### src/hw/rtl/ffha_pkg.sv
`timescale 1ns / 1ps
`default_nettype none
package ffha_pkg;

   localparam int HEAP_BYTES      = 4096;
   localparam int HEADER_BYTES    = 16;
   localparam int MIN_SPLIT_BYTES = 16;
   localparam int INIT_CAP        = HEAP_BYTES - HEADER_BYTES;

   localparam logic OP_ALLOC   = 1'b0;
   localparam logic OP_RELEASE = 1'b1;

   localparam logic CSR_BASE_ADDRESS      = 1'b0;
   localparam logic CSR_INITIAL_FREE_SIZE = 1'b1;

   // controller states, also the step code handed to the datapath
   localparam logic [4:0] ST_INIT  = 5'd0;
   localparam logic [4:0] ST_CLR   = 5'd1;
   localparam logic [4:0] ST_IDLE  = 5'd2;
   localparam logic [4:0] ST_DISP  = 5'd3;
   localparam logic [4:0] ST_A_RD  = 5'd4;
   localparam logic [4:0] ST_A_CHK = 5'd5;
   localparam logic [4:0] ST_A_WQ  = 5'd6;
   localparam logic [4:0] ST_A_WP  = 5'd7;
   localparam logic [4:0] ST_L_RD  = 5'd8;
   localparam logic [4:0] ST_L_WR  = 5'd9;
   localparam logic [4:0] ST_R_RDC = 5'd10;
   localparam logic [4:0] ST_R_CHC = 5'd11;
   localparam logic [4:0] ST_R_RDB = 5'd12;
   localparam logic [4:0] ST_R_CHB = 5'd13;
   localparam logic [4:0] ST_R_NXT = 5'd14;
   localparam logic [4:0] ST_R_CHN = 5'd15;
   localparam logic [4:0] ST_R_WC  = 5'd16;
   localparam logic [4:0] ST_FAIL  = 5'd17;
   localparam logic [4:0] ST_OUT   = 5'd18;

   typedef struct packed {
      logic [11:0] link;
      logic        linked;
      logic        alloc;
      logic        more;
      logic [12:0] size;
   } hdr_type;

   typedef struct packed {
      logic        operation;
      logic [11:0] request_size;
      logic [31:0] release_address;
   } req_type;

   typedef struct packed {
      logic [31:0] payload_address;
      logic        granted;
   } rsp_type;

   typedef struct packed {
      logic [4:0] step;
      logic       mem_rd;
      logic       mem_wr;
      logic       rsp_load;
   } cmd_type;

   typedef struct packed {
      logic op;
      logic c_out;
      logic p_out;
      logic hit;
      logic rd_more;
      logic rd_alloc;
      logic rd_linked;
      logic split_ok;
      logic tfix;
      logic more_r;
      logic n_in;
      logic n2_in;
      logic clr_last;
   } sts_type;

endpackage
`default_nettype wire

### src/hw/rtl/ffha_ctrl.sv
`timescale 1ns / 1ps
`default_nettype none
module ffha_ctrl import ffha_pkg::*; (
   input  wire logic    clock,
   input  wire logic    reset,
   input  wire logic    cfg_wr,
   input  wire logic    req_valid,
   output logic         req_stall,
   output logic         rsp_valid,
   input  wire logic    rsp_stall,
   input  wire sts_type sts,
   output cmd_type      cmd
);

   logic [4:0] state_ff, state_in;
   logic       rsp_valid_ff, rsp_valid_in;
   logic       out_go;

   assign out_go    = (state_ff == ST_OUT) && !(rsp_valid_ff && rsp_stall);
   assign req_stall = (state_ff != ST_IDLE) || cfg_wr;
   assign rsp_valid = rsp_valid_ff;

   always_comb begin
      state_in     = state_ff;
      cmd.step     = state_ff;
      cmd.mem_rd   = 1'b0;
      cmd.mem_wr   = 1'b0;
      cmd.rsp_load = out_go;
      case (state_ff)
         ST_INIT: begin
            cmd.mem_wr = 1'b1;
            state_in   = ST_IDLE;
         end
         ST_CLR: begin
            cmd.mem_wr = 1'b1;
            if (sts.clr_last) state_in = ST_INIT;
         end
         ST_IDLE: begin
            if (req_valid) state_in = ST_DISP;
         end
         ST_DISP: begin
            if (sts.op == OP_ALLOC) state_in = ST_A_RD;
            else if (sts.c_out) state_in = ST_FAIL;
            else state_in = ST_R_RDC;
         end
         ST_A_RD: begin
            if (sts.p_out) state_in = ST_FAIL;
            else begin
               cmd.mem_rd = 1'b1;
               state_in   = ST_A_CHK;
            end
         end
         ST_A_CHK: begin
            if (sts.hit) state_in = sts.split_ok ? ST_A_WQ : ST_A_WP;
            else if (sts.rd_more) state_in = ST_A_RD;
            else state_in = ST_FAIL;
         end
         ST_A_WQ: begin
            cmd.mem_wr = 1'b1;
            state_in   = sts.tfix ? ST_L_RD : ST_A_WP;
         end
         ST_A_WP: begin
            cmd.mem_wr = 1'b1;
            state_in   = ST_OUT;
         end
         ST_L_RD: begin
            cmd.mem_rd = 1'b1;
            state_in   = ST_L_WR;
         end
         ST_L_WR: begin
            cmd.mem_wr = 1'b1;
            state_in   = (sts.op == OP_ALLOC) ? ST_A_WP : ST_R_WC;
         end
         ST_R_RDC: begin
            cmd.mem_rd = 1'b1;
            state_in   = ST_R_CHC;
         end
         ST_R_CHC: begin
            state_in = sts.rd_linked ? ST_R_RDB : ST_R_NXT;
         end
         ST_R_RDB: begin
            cmd.mem_rd = 1'b1;
            state_in   = ST_R_CHB;
         end
         ST_R_CHB: begin
            state_in = ST_R_NXT;
         end
         ST_R_NXT: begin
            if (sts.more_r && sts.n_in) begin
               cmd.mem_rd = 1'b1;
               state_in   = ST_R_CHN;
            end else begin
               state_in = ST_R_WC;
            end
         end
         ST_R_CHN: begin
            if (!sts.rd_alloc && sts.rd_more) state_in = sts.n2_in ? ST_L_RD : ST_R_WC;
            else state_in = ST_L_WR;
         end
         ST_R_WC: begin
            cmd.mem_wr = 1'b1;
            state_in   = ST_OUT;
         end
         ST_FAIL: begin
            state_in = ST_OUT;
         end
         ST_OUT: begin
            if (out_go) state_in = ST_IDLE;
         end
         default: begin
            state_in = ST_INIT;
         end
      endcase
      if (cfg_wr) state_in = ST_CLR;
   end

   always_comb begin
      rsp_valid_in = rsp_valid_ff;
      if (rsp_valid_ff && !rsp_stall) rsp_valid_in = 1'b0;
      if (out_go) rsp_valid_in = 1'b1;
   end

   always_ff @(posedge clock) begin
      if (reset) begin
         state_ff     <= ST_INIT;
         rsp_valid_ff <= 1'b0;
      end else begin
         state_ff     <= state_in;
         rsp_valid_ff <= rsp_valid_in;
      end
   end

endmodule
`default_nettype wire

### config.mk
export PLATFORM = sky130hd
export DESIGN_NAME = ffha_ctrl
export DESIGN_NICKNAME = d
export VERILOG_FILES = /design/src/hw/rtl/ffha_pkg.sv /design/src/hw/rtl/ffha_ctrl.sv
export SDC_FILE = /design/constraint.sdc
export NUM_CORES = 1
export LEC_CHECK = 0
export BUFFER_PORTS_ARGS = -buffer_cell sky130_fd_sc_hd__buf_2
export CORE_MARGIN = 1.5
export CORE_UTILIZATION = 52
export CTS_CLUSTER_DIAMETER = 80
export CTS_CLUSTER_SIZE = 24
export DETAILED_ROUTE_END_ITERATION = 8
export PLACE_DENSITY = 0.83
export SLEW_MARGIN = 10
export SYNTH_ARGS = -nofsm -noshare
export SYNTH_HDL_FRONTEND = slang
export SYNTH_SLANG_ARGS = --single-unit
### constraint.sdc
create_clock -name clock -period 2.4 [get_ports clock]
set_input_delay 0.24 -clock clock [delete_from_list [all_inputs] [get_ports clock]]
set_output_delay 0.24 -clock clock [all_outputs]
set_load 0.01 [all_outputs]
Word-level counts from Yosys, hierarchy flattened
Index checks and enable logic that the tools add are counted.

Register bits after elaboration: 6. Bits of input ports: 18. Word-level logic and storage cells: 68.

Equality and inequality tests: 25. Multiplexer cells: 23. Reduce and logical (&&, ||, !) cells: 17.

Operators by type and width (count): 5-bit case mux with 17 select lines (1); 5-bit 2-to-1 mux (12); 5-bit by 4-bit equality test with 1-bit output, second input constant (8); 5-bit by 3-bit equality test with 1-bit output, second input constant (4); 5-bit equality test, second input constant (3); 5-bit by 2-bit equality test with 1-bit output, second input constant (2); 3-bit inequality test, second input constant (3); 1-bit 2-to-1 mux (7); 2-bit inequality test, second input constant (3); 3-bit AND reduction (2); 3-bit OR reduction (2); 6-bit OR reduction (1); 5-bit by 1-bit equality test with 1-bit output, second input constant (1); 1-bit logical AND (5); 5-bit logical NOT (1); 5-bit by 2-bit inequality test with 1-bit output, second input constant (1); 4-bit 2-to-1 mux (1); 1-bit logical NOT (3); 1-bit case mux with 3 select lines (1); 2-bit 2-to-1 mux (1); 2-bit nonzero test (1); 2-bit OR reduction (1); 1-bit logical OR (1).

Longest topological paths before layout
Word-level depth: 6. Mapped depth: 7. Gate-level depth less buffers: 5.

Worst setup path after synthesis
OpenSTA, ideal clock, no wires.

Path type: flip-flop to output port. From: reg state_ff[3]. To: out cmd[0] in the netlist's numbering. Data arrival time: 1349 ps. Data required time: 2160 ps. Path slack: 811 ps. Stages on the path, launching flop included: 6. Path buffers: 3. Cell sequence: dfxtp_1 > buf_6 > buf_6 > or4_4 > a21oi_2 > buf_4.

Longest elaborated chain between the ends: 2.

RTL lines: from (decl) (line ffha_ctrl.sv:15) `logic [4:0] state_ff, state_in;`; from (signal assigned) (line ffha_ctrl.sv:128) `state_ff <= state_in;`; 5-bit equality test (line ffha_ctrl.sv:19) `assign out_go = (state_ff == ST_OUT) && !(rsp_valid_ff && rsp_stall);`; 1-bit logical AND (line ffha_ctrl.sv:19); to (decl) (line ffha_ctrl.sv:12) `output cmd_type cmd`.

No other way between the ends.

==> results.py <==
metrics = {
    "synthesis": {
        "ys_ff_latch": 6,
        "post_synth_top_flop": "sky130_fd_sc_hd__dfxtp_1",
        "synth_top_area_cell": "sky130_fd_sc_hd__dfxtp_1",
        "synth_fp_nets": 130,
        "yosys_warns": 0,
        "synth_common_cells": "sky130_fd_sc_hd__nand2_1, sky130_fd_sc_hd__a21oi_1, sky130_fd_sc_hd__nor3_1, sky130_fd_sc_hd__nor2_1, sky130_fd_sc_hd__dfxtp_1",
        "postSynthAreaPerCell_um2": 7.13,
        "synthesis.area_um2": 798,
        "yosysMostFrequentCell": "sky130_fd_sc_hd__nand2_1",
        "synth_cells": 112,
        "part_of_the_yosys_area_used_for_sequential_elements": 0.150,
        "yosys.cell_types.count": 43,
        "count_of_flip_flops_with_a_built_in_enable_after_synthesis": 0,
        "yosys.area.top_type_share": 0.150,
        "ys_top_cells_by_area": "sky130_fd_sc_hd__dfxtp_1, sky130_fd_sc_hd__buf_6, sky130_fd_sc_hd__a21oi_1",
        "postSynth.asyncResetShare": 0,
    },
    "setup_path": {
        "timing.critical_path.fanout_max": 21,
        "crit_required_ps": 2160,
        "timing.critical_path.from_type": "register",
        "endpoint_kind": "output port",
        "timing_worst_setup_path_type": "reg2out",
        "cp_data_arrival_time_ps": 1980,
    },
    "floorplan": {
        "die-area_um2": 1780,
        "core-area_um2": 1370,
        "initial_core_util": 0.584,
        "dieWidth_um": 42.2,
        "row_count": 13,
        "die_extent_in_y_um": 42.2,
        "floorplan.io_pins": 28,
    },
    "outcome": {
        "outcome": "completed",
    },
    "final_layout": {
        "diodes": 0,
        "fillCellCount": 131,
        "layout-drive-gt1-share": 0.306,
        "area_delta_synth_final_pct": 12.2,
        "final_design_area_no_fill_um2": 896,
        "fin_nets": 154,
        "layout.core_utilization": 0.656,
    },
    "cts": {
        "cts_inserted_buffers": 3,
        "cts_max_path_buffers": 2,
        "clk_latency_ps": 250,
        "hold_fix_buffer_count_after_cts": 0,
        "path_clk_slew_ps": 60,
        "numClockSinks": 6,
        "postCtsResizedCells": 0,
        "clock_tree.root_cell": "sky130_fd_sc_hd__clkbuf_4",
        "post-cts-setup-buffer-count": 0,
        "cts_max_level": 1,
        "tritoncts": "done",
    },
    "global_routing": {
        "first_global_vias": 890,
        "grt_antenna_before_repair": 0,
        "grt.overflow.total": 0,
        "largest_net_degree_at_the_start_of_global_routing": 22,
        "grt_pass1_wl_um": 3840,
        "grtUsageTotal": 0.274,
    },
    "timing": {
        "hold_viol": 0,
        "fmaxAchievable_mhz": 450,
        "post-route-period-util": 0.926,
        "post-route-min-period_ps": 2220,
        "clock-skew-final_ps": 9.71,
        "hold_slack_ps": 181,
        "setup_viol_count_final": 0,
        "setup_total_negative_slack_ps": 0,
        "timing.final.max_slew_violations": 0,
        "grt_setup_unrepaired": "no",
        "max-slew-margin-rel": 0.562,
        "worst_slew_pin_slew_ps": 656,
    },
    "placement": {
        "place.detailed.hpwl_um": 1780,
        "detailed_place.area_um2": 873,
        "globalplace.congestion": 0.988,
        "placement.io_buffers": 27,
    },
    "power_and_ir_drop": {
        "power.ir.vdd_worst_v": 0.000276,
        "power_density_nw_per_um2": 343,
        "p_leak_nw": 0.347,
        "report.power.total_w": 0.000307,
    },
    "detailed_routing": {
        "route.antenna.remaining_nets": 0,
        "number_of_detailed_routing_iterations_run_before_antenna_repair": 6,
        "routed_wire_length_um": 2400,
        "viasPerCell": 6.81,
        "drt_iter0_markers": 76,
        "post-route-drc-count": 0,
        "post_drt_wl_per_cell_um": 16.1,
        "num_vias": 1015,
    },
    "worst_hold_path": {
        "hold_crit_class": "in2reg",
    },
    "run": {
        "maxCapViolations": 0,
    },
}
## placed cells by master (no fill, tap or decap), types with 2 or more instances in the layout
master / Yosys / layout
sky130_fd_sc_hd__buf_2: 0 / 27
sky130_fd_sc_hd__nand2_1: 11 / 11
sky130_fd_sc_hd__a21oi_1: 9 / 9
sky130_fd_sc_hd__nor3_1: 8 / 8
sky130_fd_sc_hd__nor2_1: 7 / 7
sky130_fd_sc_hd__dfxtp_1: 6 / 6
sky130_fd_sc_hd__inv_1: 5 / 5
sky130_fd_sc_hd__nand3_1: 5 / 5
sky130_fd_sc_hd__nand2b_1: 3 / 3
sky130_fd_sc_hd__nand4_1: 3 / 3
sky130_fd_sc_hd__o22ai_1: 3 / 3
sky130_fd_sc_hd__o21ai_1: 3 / 3
sky130_fd_sc_hd__clkbuf_4: 0 / 3
sky130_fd_sc_hd__a21oi_2: 2 / 2
sky130_fd_sc_hd__or2_1: 2 / 2
sky130_fd_sc_hd__a211o_1: 2 / 2
sky130_fd_sc_hd__o31ai_1: 2 / 2
sky130_fd_sc_hd__a31oi_1: 2 / 2
sky130_fd_sc_hd__nor4_1: 2 / 2
sky130_fd_sc_hd__nor2b_1: 2 / 2
sky130_fd_sc_hd__o41ai_1: 2 / 2
sky130_fd_sc_hd__a41oi_1: 2 / 2
sky130_fd_sc_hd__o31a_1: 2 / 2
## state kept, by name, indices dropped and copies added (netlist names)
register   flops
state_ff       5
rsp_valid      1
## cells by family after synthesis
group	Yosys count	share of synthesized area
compound gates	39	0.362
simple gates	50	0.326
flops	6	0.150
fa+ha+maj	1	0.0125
mux	1	0.0125
buf+inv	15	0.136
## report_power, final
group          internal [W]  switching [W]  leakage (nW)
registers          0.000103      0.0000146        0.0488
logic             0.0000432      0.0000489         0.284
clock network     0.0000569      0.0000410        0.0138
## final timing paths
check,start,endpoint,slack [ps],cells after the start
min reg2reg,rsp_valid,rsp_valid,560,2
min,reset,rsp_valid,180,2
max,state_ff[1],cmd[0],180,4
max reg2reg,state_ff[1],state_ff[0],540,5
## stage by stage
step	setup slack, ps	std cells
final	177	149
after global routing	8.77	149
after CTS	198	149
after detailed placement	469	146
after global placement	535	146
after floorplan	811	112
## final cells by class
type / instances / area, µm² / share of cell area
multi-input combinational: 91 / 569 / 0.635
clock buffer: 3 / 22.5 / 0.0251
inverter: 6 / 22.5 / 0.0251
sequential: 6 / 120 / 0.134
timing repair buffer: 28 / 143 / 0.159
tap: 15 / 18.8 / 0.0209
## per-layer routing
metal  vias up  global-route usage  part of all wire
met1       443               0.338              0.40
met3         8              0.0905              0.11
met4         0               0.131             0.017
met5         -                   0                 0
li1        471                   -                 -
met2        93               0.425              0.47
## worst max-delay path, cell delays in order, from the launching register on
cell and delay (ps):
sky130_fd_sc_hd__dfxtp_1 740, sky130_fd_sc_hd__nand2b_1 270, sky130_fd_sc_hd__or4_4 490, sky130_fd_sc_hd__a21oi_2 110, sky130_fd_sc_hd__buf_2 130
No activity file was read; power rests on OpenSTA's default activity.
